## src/design/pdfs_pkg.sv

```systemverilog
`timescale 1ns / 1ps

package pdfs_pkg;

  // command codes
  localparam logic [1:0] CMD_TICK  = 2'd0;
  localparam logic [1:0] CMD_START = 2'd1;
  localparam logic [1:0] CMD_PUSH  = 2'd2;

  // register indexes
  localparam logic [1:0] REG_TICKS_PER_UNIT  = 2'd0;
  localparam logic [1:0] REG_SYNC_HIGH_UNITS = 2'd1;
  localparam logic [1:0] REG_SYNC_LOW_UNITS  = 2'd2;

  localparam int CFG_INDEX_WIDTH = 2;
  localparam int CFG_DATA_WIDTH  = 16;

  // register reset values
  localparam logic [15:0] TICKS_PER_UNIT_RESET  = 16'd50;
  localparam logic [7:0]  SYNC_HIGH_UNITS_RESET = 8'd20;
  localparam logic [7:0]  SYNC_LOW_UNITS_RESET  = 8'd10;

  localparam int TICK_COUNT_WIDTH_DEFAULT = 16;

  typedef enum logic [3:0] {
    PH_IDLE    = 4'd0,
    PH_PRE_H   = 4'd1,
    PH_PRE_L   = 4'd2,
    PH_SYNC_H  = 4'd3,
    PH_SYNC_L  = 4'd4,
    PH_BIT_H   = 4'd5,
    PH_BIT_L   = 4'd6,
    PH_WAIT    = 4'd7,
    PH_CLOSE_H = 4'd8,
    PH_CLOSE_L = 4'd9
  } phase_t;

  typedef struct packed {
    logic [1:0] command;
    logic [7:0] byte_value;
  } item_t;

  typedef struct packed {
    logic line_level;
    logic busy_res;
    logic need_byte;
    logic accepted;
    logic underrun;
    logic frame_done;
  } result_t;

  typedef struct packed {
    logic [15:0] ticks_per_unit;
    logic [7:0]  sync_high_units;
    logic [7:0]  sync_low_units;
  } cfg_t;

endpackage

```

## src/design/rf_pulse_distance_frame_sender.sv

```systemverilog
`timescale 1ns / 1ps

// Pulse-distance frame sender: each transfer on the item channel is a tick, a
// frame start (byte_value is the length) or a data byte push, and produces
// exactly one result transfer describing the line after that item. One item is
// taken every clock cycle while the result side is not stalled; each item passes
// through the input register and then the result register, and a stalled
// result side holds new items off only once both registers are full.
// Configuration registers (0 ticks_per_unit, 1 sync_high_units, 2
// sync_low_units) are written through cfg_write_en/cfg_index/cfg_data; the user
// must write them only while the sender is idle, as the block does not enforce it.
module rf_pulse_distance_frame_sender import pdfs_pkg::*; #(
  parameter int TICK_COUNT_WIDTH = TICK_COUNT_WIDTH_DEFAULT
) (
  input  logic                       clk,
  input  logic                       rst,
  input  logic                       item_valid,
  output logic                       item_ready,
  input  item_t                      item,
  output logic                       result_valid,
  input  logic                       result_ready,
  output result_t                    result,
  input  logic                       cfg_write_en,
  input  logic [CFG_INDEX_WIDTH-1:0] cfg_index,
  input  logic [CFG_DATA_WIDTH-1:0]  cfg_data
);

  cfg_t    cfg;
  logic    stage_valid;
  item_t   stage_item;
  logic    advance;
  result_t core_result;

  // configuration registers
  always_ff @(posedge clk) begin
    if (rst) begin
      cfg.ticks_per_unit  <= TICKS_PER_UNIT_RESET;
      cfg.sync_high_units <= SYNC_HIGH_UNITS_RESET;
      cfg.sync_low_units  <= SYNC_LOW_UNITS_RESET;
    end else if (cfg_write_en) begin
      unique case (cfg_index)
        REG_TICKS_PER_UNIT:  cfg.ticks_per_unit  <= cfg_data[15:0];
        REG_SYNC_HIGH_UNITS: cfg.sync_high_units <= cfg_data[7:0];
        REG_SYNC_LOW_UNITS:  cfg.sync_low_units  <= cfg_data[7:0];
        default: ;
      endcase
    end
  end

  // stage moves on when the result register is free or being drained
  assign advance    = stage_valid && (!result_valid || result_ready);
  assign item_ready = !stage_valid || advance;

  // input register
  always_ff @(posedge clk) begin
    if (rst) begin
      stage_valid <= 1'b0;
    end else if (item_ready) begin
      stage_valid <= item_valid;
    end
  end

  always_ff @(posedge clk) begin
    if (item_ready && item_valid) begin
      stage_item <= item;
    end
  end

  pdfs_core #(
    .TICK_COUNT_WIDTH(TICK_COUNT_WIDTH)
  ) u_core (
    .clk    (clk),
    .rst    (rst),
    .step   (advance),
    .item   (stage_item),
    .cfg    (cfg),
    .result (core_result)
  );

  // result register
  always_ff @(posedge clk) begin
    if (rst) begin
      result_valid <= 1'b0;
    end else if (advance) begin
      result_valid <= 1'b1;
    end else if (result_ready) begin
      result_valid <= 1'b0;
    end
  end

  always_ff @(posedge clk) begin
    if (advance) begin
      result <= core_result;
    end
  end

`ifndef SYNTH
  // a held result is never overwritten
  a_no_overwrite: assert property (@(posedge clk) disable iff (rst)
    result_valid && !result_ready |-> !advance)
    else $error("result overwritten while stalled");

  // input register only drops an item by passing it on
  a_stage_pass: assert property (@(posedge clk) disable iff (rst)
    stage_valid && !advance |=> stage_valid)
    else $error("staged item lost");

  // every advance produces a visible result
  a_advance_result: assert property (@(posedge clk) disable iff (rst)
    advance |=> result_valid)
    else $error("advance without result");
`endif

endmodule

```

## src/design/pdfs_core.sv

```systemverilog
`timescale 1ns / 1ps

module pdfs_core import pdfs_pkg::*; #(
  parameter int TICK_COUNT_WIDTH = TICK_COUNT_WIDTH_DEFAULT
) (
  input  logic    clk,
  input  logic    rst,
  input  logic    step,
  input  item_t   item,
  input  cfg_t    cfg,
  output result_t result
);

  localparam int CW = (TICK_COUNT_WIDTH > 16) ? TICK_COUNT_WIDTH : 16;

  phase_t                      phase, phase_next;
  logic [7:0]                  shift_byte, shift_byte_next;
  logic [2:0]                  bit_index, bit_index_next;
  logic                        sending_complement, sending_complement_next;
  logic [7:0]                  bytes_left, bytes_left_next;
  logic [7:0]                  holding_byte, holding_byte_next;
  logic                        holding_full, holding_full_next;
  logic [TICK_COUNT_WIDTH-1:0] tick_count, tick_count_next;
  logic [7:0]                  unit_count, unit_count_next;

  logic [CW-1:0] tpu_ext;
  logic [CW-1:0] cmax_ext;
  logic [CW-1:0] tpu_sat;
  logic [CW:0]   tc;
  logic          tc_hit;
  logic [8:0]    uc;
  logic [7:0]    seg_units;
  logic          unit_hit;
  logic          cur_bit;
  logic          do_fetch;
  logic          acc;
  logic          under;
  logic          done;

  // unit length in ticks, zero acts as one, saturated to the counter range
  assign tpu_ext  = CW'((cfg.ticks_per_unit == 16'd0) ? 16'd1 : cfg.ticks_per_unit);
  assign cmax_ext = CW'({TICK_COUNT_WIDTH{1'b1}});
  assign tpu_sat  = (tpu_ext > cmax_ext) ? cmax_ext : tpu_ext;
  assign tc       = {1'b0, CW'(tick_count)} + {{CW{1'b0}}, 1'b1};
  assign tc_hit   = (tc >= {1'b0, tpu_sat});

  // current bit and segment length in units
  assign cur_bit = shift_byte[bit_index] ^ sending_complement;

  always_comb begin
    unique case (phase)
      PH_SYNC_H: seg_units = (cfg.sync_high_units == 8'd0) ? 8'd1 : cfg.sync_high_units;
      PH_SYNC_L: seg_units = (cfg.sync_low_units == 8'd0) ? 8'd1 : cfg.sync_low_units;
      PH_BIT_L:  seg_units = cur_bit ? 8'd2 : 8'd1;
      default:   seg_units = 8'd1;
    endcase
  end

  assign uc       = {1'b0, unit_count} + 9'd1;
  assign unit_hit = (uc >= {1'b0, seg_units});

  // next state
  always_comb begin
    phase_next              = phase;
    shift_byte_next         = shift_byte;
    bit_index_next          = bit_index;
    sending_complement_next = sending_complement;
    bytes_left_next         = bytes_left;
    holding_byte_next       = holding_byte;
    holding_full_next       = holding_full;
    tick_count_next         = tick_count;
    unit_count_next         = unit_count;
    do_fetch                = 1'b0;
    acc                     = 1'b0;
    under                   = 1'b0;
    done                    = 1'b0;

    unique case (item.command)
      CMD_TICK: begin
        if (phase == PH_WAIT) begin
          do_fetch = 1'b1;
        end else if (phase != PH_IDLE) begin
          if (tc_hit) begin
            tick_count_next = '0;
            if (unit_hit) begin
              unit_count_next = '0;
              // end of segment
              unique case (phase)
                PH_PRE_H:   phase_next = PH_PRE_L;
                PH_PRE_L:   phase_next = PH_SYNC_H;
                PH_SYNC_H:  phase_next = PH_SYNC_L;
                PH_SYNC_L:  phase_next = PH_BIT_H;
                PH_BIT_H:   phase_next = PH_BIT_L;
                PH_BIT_L: begin
                  if (bit_index != 3'd7) begin
                    bit_index_next = bit_index + 3'd1;
                    phase_next     = PH_BIT_H;
                  end else if (!sending_complement) begin
                    bit_index_next          = 3'd0;
                    sending_complement_next = 1'b1;
                    phase_next              = PH_BIT_H;
                  end else if (bytes_left == 8'd0) begin
                    phase_next = PH_CLOSE_H;
                  end else begin
                    do_fetch = 1'b1;
                  end
                end
                PH_CLOSE_H: phase_next = PH_CLOSE_L;
                PH_CLOSE_L: begin
                  phase_next = PH_IDLE;
                  done       = 1'b1;
                end
                default:    phase_next = PH_IDLE;
              endcase
            end else begin
              unit_count_next = uc[7:0];
            end
          end else begin
            tick_count_next = tc[TICK_COUNT_WIDTH-1:0];
          end
        end
      end
      CMD_START: begin
        if (phase == PH_IDLE) begin
          shift_byte_next         = item.byte_value;
          bit_index_next          = 3'd0;
          sending_complement_next = 1'b0;
          bytes_left_next         = item.byte_value;
          phase_next              = PH_PRE_H;
          tick_count_next         = '0;
          unit_count_next         = '0;
          acc                     = 1'b1;
        end
      end
      CMD_PUSH: begin
        if (!holding_full) begin
          holding_byte_next = item.byte_value;
          holding_full_next = 1'b1;
          acc               = 1'b1;
        end
      end
      default: ;
    endcase

    // data byte due: load from the holding register or wait
    if (do_fetch) begin
      tick_count_next = '0;
      unit_count_next = '0;
      if (holding_full) begin
        shift_byte_next         = holding_byte;
        holding_full_next       = 1'b0;
        bytes_left_next         = bytes_left - 8'd1;
        bit_index_next          = 3'd0;
        sending_complement_next = 1'b0;
        phase_next              = PH_BIT_H;
      end else begin
        phase_next = PH_WAIT;
        under      = 1'b1;
      end
    end
  end

  // result fields from the state after the item
  always_comb begin
    result.line_level = (phase_next == PH_PRE_H) || (phase_next == PH_SYNC_H) ||
                        (phase_next == PH_BIT_H) || (phase_next == PH_CLOSE_H);
    result.busy_res   = (phase_next != PH_IDLE);
    result.need_byte  = (phase_next != PH_IDLE) && !holding_full_next &&
                        (bytes_left_next != 8'd0);
    result.accepted   = acc;
    result.underrun   = under;
    result.frame_done = done;
  end

  // control state
  always_ff @(posedge clk) begin
    if (rst) begin
      phase              <= PH_IDLE;
      shift_byte         <= '0;
      bit_index          <= '0;
      sending_complement <= 1'b0;
      bytes_left         <= '0;
      holding_full       <= 1'b0;
      tick_count         <= '0;
      unit_count         <= '0;
    end else if (step) begin
      phase              <= phase_next;
      shift_byte         <= shift_byte_next;
      bit_index          <= bit_index_next;
      sending_complement <= sending_complement_next;
      bytes_left         <= bytes_left_next;
      holding_full       <= holding_full_next;
      tick_count         <= tick_count_next;
      unit_count         <= unit_count_next;
    end
  end

  // holding register data
  always_ff @(posedge clk) begin
    if (step) begin
      holding_byte <= holding_byte_next;
    end
  end

`ifndef SYNTH
  // a frame that finishes leaves the sender idle
  a_done_idle: assert property (@(posedge clk) disable iff (rst)
    step && result.frame_done |=> phase == PH_IDLE)
    else $error("frame_done without return to idle");

  // an underrun parks the sender waiting for a byte
  a_under_wait: assert property (@(posedge clk) disable iff (rst)
    step && result.underrun |=> phase == PH_WAIT && !holding_full)
    else $error("underrun without wait");

  // a taken push fills the holding register
  a_push_full: assert property (@(posedge clk) disable iff (rst)
    step && item.command == CMD_PUSH && result.accepted |=> holding_full)
    else $error("push taken but holding register empty");

  // line only driven high inside a frame
  a_level_busy: assert property (@(posedge clk) disable iff (rst)
    result.line_level |-> result.busy_res)
    else $error("line high while idle");
`endif

endmodule

```

## config.mk

```make
export PLATFORM = sky130hd
export DESIGN_NAME = rf_pulse_distance_frame_sender
export DESIGN_NICKNAME = d
export VERILOG_FILES = /design/src/design/pdfs_pkg.sv /design/src/design/rf_pulse_distance_frame_sender.sv /design/src/design/pdfs_core.sv
export SDC_FILE = /design/constraint.sdc
export NUM_CORES = 1
export LEC_CHECK = 0
export ABC_AREA = 1
export BUFFER_PORTS_ARGS = -buffer_cell sky130_fd_sc_hd__buf_2
export CORE_MARGIN = 2
export CORE_UTILIZATION = 40
export CTS_CLUSTER_DIAMETER = 100
export CTS_CLUSTER_SIZE = 14
export DETAILED_ROUTE_END_ITERATION = 8
export GPL_TIMING_DRIVEN = 1
export PLACE_DENSITY = 0.59
export SKIP_CTS_REPAIR_TIMING = 1
export SYNTH_ARGS = -nofsm -noshare
export SYNTH_HDL_FRONTEND = slang
export SYNTH_SLANG_ARGS = --single-unit
```

## constraint.sdc

```tcl
create_clock -name clk -period 3.9 [get_ports clk]
set_clock_uncertainty 0.2 [all_clocks]
set_input_delay 0.78 -clock clk [delete_from_list [all_inputs] [get_ports clk]]
set_output_delay 0.78 -clock clk [all_outputs]
set_load 0.005 [all_outputs]
```

; Yosys cells after proc, flatten, opt, wreduce, memory -nomap -nowiden
; Cells that the tools add are included.
; Widths: inputs -> output; s select.
[word_totals]
regBits = 107
out_inout_bits = 8
[classes]
n_addsub = 4
magnitude_cmp = 4
n_eq_ne = 22
muxes = 80
n_bitwise = 6
n_reduce_logical = 31
[ops]
columns = operator, count
row1 = $mux 8, 16
row2 = $mux 16, 7
row3 = $mux 4, 9
row4 = $pmux 16 s2, 1
row5 = $mux 3, 10
row6 = $pmux 4 s7, 1
row7 = $mux 1, 27
row8 = $logic_not 8->1, 3
row9 = $pmux 8 s3, 1
row10 = $eq 4x3->1 const B, 5
row11 = $add 16x1->17 const B, 1
row12 = $ge 17x16->1, 1
row13 = $gt 16x16->1 const B, 1
row14 = $logic_not 16->1, 1
row15 = $pmux 8 s2, 1
row16 = $eq 4x2->1 const B, 3
row17 = $eq 4x4->1 const B, 3
row18 = $add 8x1->9 const B, 1
row19 = $ge 9x8->1, 1
row20 = $ne 3x1->1 const B, 3
row21 = $eq 4x1->1 const B, 2
row22 = $pmux 4 s2, 1
row23 = $reduce_bool 4->1, 2
row24 = $reduce_bool 8->1, 1
row25 = other kinds (25), 45

; Longest topological paths before layout
[depth]
ltp_word = 16
ltp_mapped = 31
ltp_nobuf = 31

; Modules after synthesis
; Synthesis repeated with hierarchy kept, for this count alone.
[unflattened]
hier_cells = 1008
hier_area_um2 = 6985.4
[modules_own_cells]
columns = module, n_inst, cells_each, area_each_um2, seq_area_each_um2
row1 = pdfs_core, 1, 783, 5061.1, 1221.2
row2 = rf_pulse_distance_frame_sender, 1, 225, 1924.3, 1161.1

; Worst setup path after synthesis
; No wires, ideal clock.
[synth_timing]
path_type = register -> register
from = register u_core.tick_count[0]
to = register result[3] in the netlist's numbering, data pin
setup_ns = 0.252
arrival_time_ns = 3.209
path_slack_ns = 0.239
path_stages_with_launch = 27
n_path_buf = 1
cell_sequence = dfxtp_1 inv_1 nor3_2 nand4_1 nor2_1 nand3_1 nor3_1 nand3_1 xor2_1 inv_1 ha_1 nand2_1 inv_1 nand4_1 nor4_1 nor2_1 nand2_4 nand2_4 nand2_8 nand2_8 buf_6 nand2_1 nand2_1 nor2_1 nand2_1 nor2_1 nor2_1
[synth_lines]
columns = item, line_no
row1 = from (decl), pdfs_core.sv:23  ; logic [TICK_COUNT_WIDTH-1:0] tick_count, tick_count_next;
row2 = from (signal assigned), pdfs_core.sv:193  ; tick_count <= tick_count_next;
row3 = to (signal assigned), rf_pulse_distance_frame_sender.sv:93  ; result <= core_result;
row4 = to (decl), rf_pulse_distance_frame_sender.sv:22  ; output result_t result,

; Final worst setup path
[layout_timing]
from = register u_core.tick_count[0]
to = register u_core.tick_count[3]
[layout_between]
elab_chain_len = 8
[layout_lines]
columns = item, line_no
row1 = $add 16x1->17 (*), pdfs_core.sv:44  ; assign tc = {1'b0, CW'(tick_count)} + {{CW{1'b0}}, 1'b1};
row2 = $ge 17x16->1, pdfs_core.sv:45  ; assign tc_hit = (tc >= {1'b0, tpu_sat});
row3 = $mux 1, pdfs_core.sv:83  ; if (tc_hit) begin
row4 = $mux 1, pdfs_core.sv:82  ; end else if (phase != PH_IDLE) begin
row5 = $mux 1, pdfs_core.sv:80  ; if (phase == PH_WAIT) begin
row6 = $mux 1, pdfs_core.sv:78  ; unique case (item.command)
row7 = "$ne 3x1->1 (no line), or another cell as far along", -
row8 = $reduce_and 5->1 (no line), -
; Mark *: on every way between the ends. The rest lies on a longest branch, timed or not. The select of a mux whose other input is x is not followed.
; A chain may end at the register's enable or synchronous reset.

==> out/qor.csv <==
metric;value;unit
global-route congestion overflow total;0;
count of flip-flops with a built-in enable after synthesis;24;
number of different library cells in the post-synthesis netlist;44;
Synth area leaders;dfxtp_1 25%, edfxtp_1 11%, nand2_1 11%;
# Max-Cap Violations;0;
Final Slew Violations;0;
IO Count;41;
GRT Overall Usage;0.189;
number of cells produced by synthesis;931;
iteration count of the initial detailed-routing pass;5;
TritonCTS clock tree;yes;
DP HPWL;11700;um
# setup viols final;3;
floorplan die area;0.0174;mm2
number of synthesized register bits;107;
area share of the largest cell type after synthesis;0.254;
number of antenna cells inserted;0;
vias post-DR;6162;
largest net degree at the start of global routing;52;
count of buffers inserted at the top-level ports;40;
hold violation total from the final report;0;
total nets after synthesis;997;
highest cell delay on the worst timing path;0.36;ns
Clock Pin Slew Worst Setup and Hold Paths;0.08;ns
total CTS buffers;9;
register area share after synthesis;0.364;
Mean Syn Cell Area;7.02;um2
post-route fraction of the period consumed by the critical path;1.01;
share of synthesized registers carrying an async set or reset;0;
dominant cell by count in the synthesized netlist;nand2_1;
Critical Path End Type;register;
clock sinks;107;
cell area after technology mapping;0.00654;mm2
horizontal die dimension;132;um
Critical Path Start Type;register;
worst endpoint data arrival time;3.98;ns
most frequent cells after synthesis;184 x nand2_1, 139 x inv_1, 89 x nor2_1;
Req. time, crit path;3.96;ns
dominant cell type by count on the critical path;nand2_4;
maximum clock rate;255;MHz
clock network latency to the later pin of the worst-skew pair;0.36;ns
Max IR drop VDD;0.000247;V
total power per unit cell area;349;mW/mm2
most used flip-flop cell after synthesis;dfxtp_1;
DR iter-0 viols;403;
worst slew margin relative to its limit;0.461;
remaining number of nets flagged by the antenna check after routing;0;
Starting Density;0.410;
Clock Tree Buf Depth;2;
# DRC;0;
via count of the first global-routing pass;5517;
vias per std cell;5.05;
final worst setup slack;-0.0195;ns
vertical extent of the die;132;um
wire length per cell;13.9;um
violations in the final reports;setup timing;
root cell of the clock tree;clkbuf_16;
DRT Wirelength;16900;um
minimum clock period after layout;3.92;ns
fraction of layout instances using a drive strength above 1;0.192;
class of the tightest hold or removal check;register to register;
Setup CP Type;register to register;
sum of internal, switching and leakage power;2.75;mW
peak fanout along the critical path;14;
number of antenna violations at the first check in global routing;0;
Layout Utilization;0.494;
unrepaired setup endpoints after global routing;true;
Critical-path top delay cell;dfxtp_2;
Post-layout nets;1065;
weighted congestion at the end of routability-driven global placement;0.887;
leakage power;3.57;nW
Area Growth Syn to Fin;20.4;%
floorplan row count;46;
maximum level of the CTS H-tree;3;
slew at the pin closest to its max-slew limit;0.802;ns
Core Area;0.0159;mm2
Yosys top cell by area;dfxtp_1;
synthesis warning total;0;
wire length of the first global-routing pass;26800;um
run status;complete, but fails checks;
minimum setup slack among reg-to-reg paths;-0.02;ns
==> flip-flops by register name, summed over array words and instances (netlist names) <==
signal,flops
stage_item,10
u_core.holding_byte,8
u_core.shift_byte,8
cfg,32
u_core.holding_full,1
u_core.tick_count,16
u_core.bit_index,3
u_core.sending_complement,1
u_core.phase,4
u_core.unit_count,8
result,6
u_core.bytes_left,8
result_valid,1
stage_valid,1
==> layout by cell type, fill, tap and decap left out, drive strengths merged <==
cell type	netlist	layout
nor4	7	7
clkinvlp	0	1
o21ai	98	98
o22ai	7	7
inv	148	152
a221oi	1	1
xnor2	1	1
o2111ai	1	1
a21o	1	1
nand4	14	14
nor3	14	14
a211oi	1	1
edfxtp	24	24
o211ai	14	14
nand2	192	192
buf	12	86
clkbuf	21	12
a41o	1	1
o221ai	2	2
clkinv	2	5
nor2	96	96
a22o	1	1
xor2	20	20
dfxtp	83	83
a21oi	80	80
ha	33	33
a21boi	1	1
nand3	53	53
o21bai	1	1
nand3b	2	2
==> power breakdown <==
part / leakage (nW) / switching [mW] / internal (mW)
logic: 2.52 / 0.370 / 0.222
registers: 0.906 / 0.0380 / 1.19
clock network: 0.145 / 0.473 / 0.458
total: 3.57 / 0.881 / 1.87
==> path summary, 6_finish.rpt <==
check                        from                endpoint  depth (start not counted)
max          u_core.tick_count[0]    u_core.tick_count[3]                         26
min                 stage_item[4]  u_core.holding_byte[4]                          0
max reg2reg  u_core.tick_count[0]    u_core.tick_count[3]                         26
min reg2reg         stage_item[4]  u_core.holding_byte[4]                          0
==> metrics by stage <==
stage               setup WS (ns)  instances  TNS, ns  hold WS, ns  area (um2)
floorplan                   0.239        931        0        0.227        6540
global placement           0.0372       1185        0        0.233        7080
detailed placement        -0.0105       1185  -0.0105        0.240        7080
CTS                       -0.0292       1201  -0.0437        0.261        7380
global route               -0.249       1220    -7.01        0.273        7870
finish                    -0.0195       1220  -0.0359        0.258        7870
==> layout make-up <==
class | instances | area, um2
Multi-Input combinational cell | 641 | 3680
Inverter | 150 | 568
Clock buffer | 9 | 225
Clock inverter | 7 | 75.1
Sequential cell | 107 | 2380
Timing Repair Buffer | 89 | 667
Timing Repair inverter | 1 | 5.00
Fill cell | 1608 | 8070
Tap cell | 216 | 270
==> worst max-delay path: cells and delay by family, from the launching register on <==
kind                       cells  cell delay (ns)
and+or+nand+nor               15             1.80
buffers and inverters          6             0.70
DFF                            1             0.36
adders and majority gates      1             0.28
AOI/OAI and AO/OA              3             0.27
xor gates and xnor gates       1             0.20
==> per-layer routing <==
layer  global-route usage  up-vias  share of wire
li1                     -     3190              -
met1                0.261     2818           0.48
met2                0.303      141           0.47
met3               0.0300       13          0.039
met4               0.0568        0          0.014
met5                    0        -              0
==> logic make-up after synthesis <==
group                    synth area share
AND/OR/NAND/NOR                     0.257
AO/OA/AOI/OAI                       0.175
buffers and inverters               0.112
flip-flops                          0.364
adder cells (fa/ha/maj)            0.0631
XOR/XNOR                           0.0281
Power figures use the tool's default switching activity.
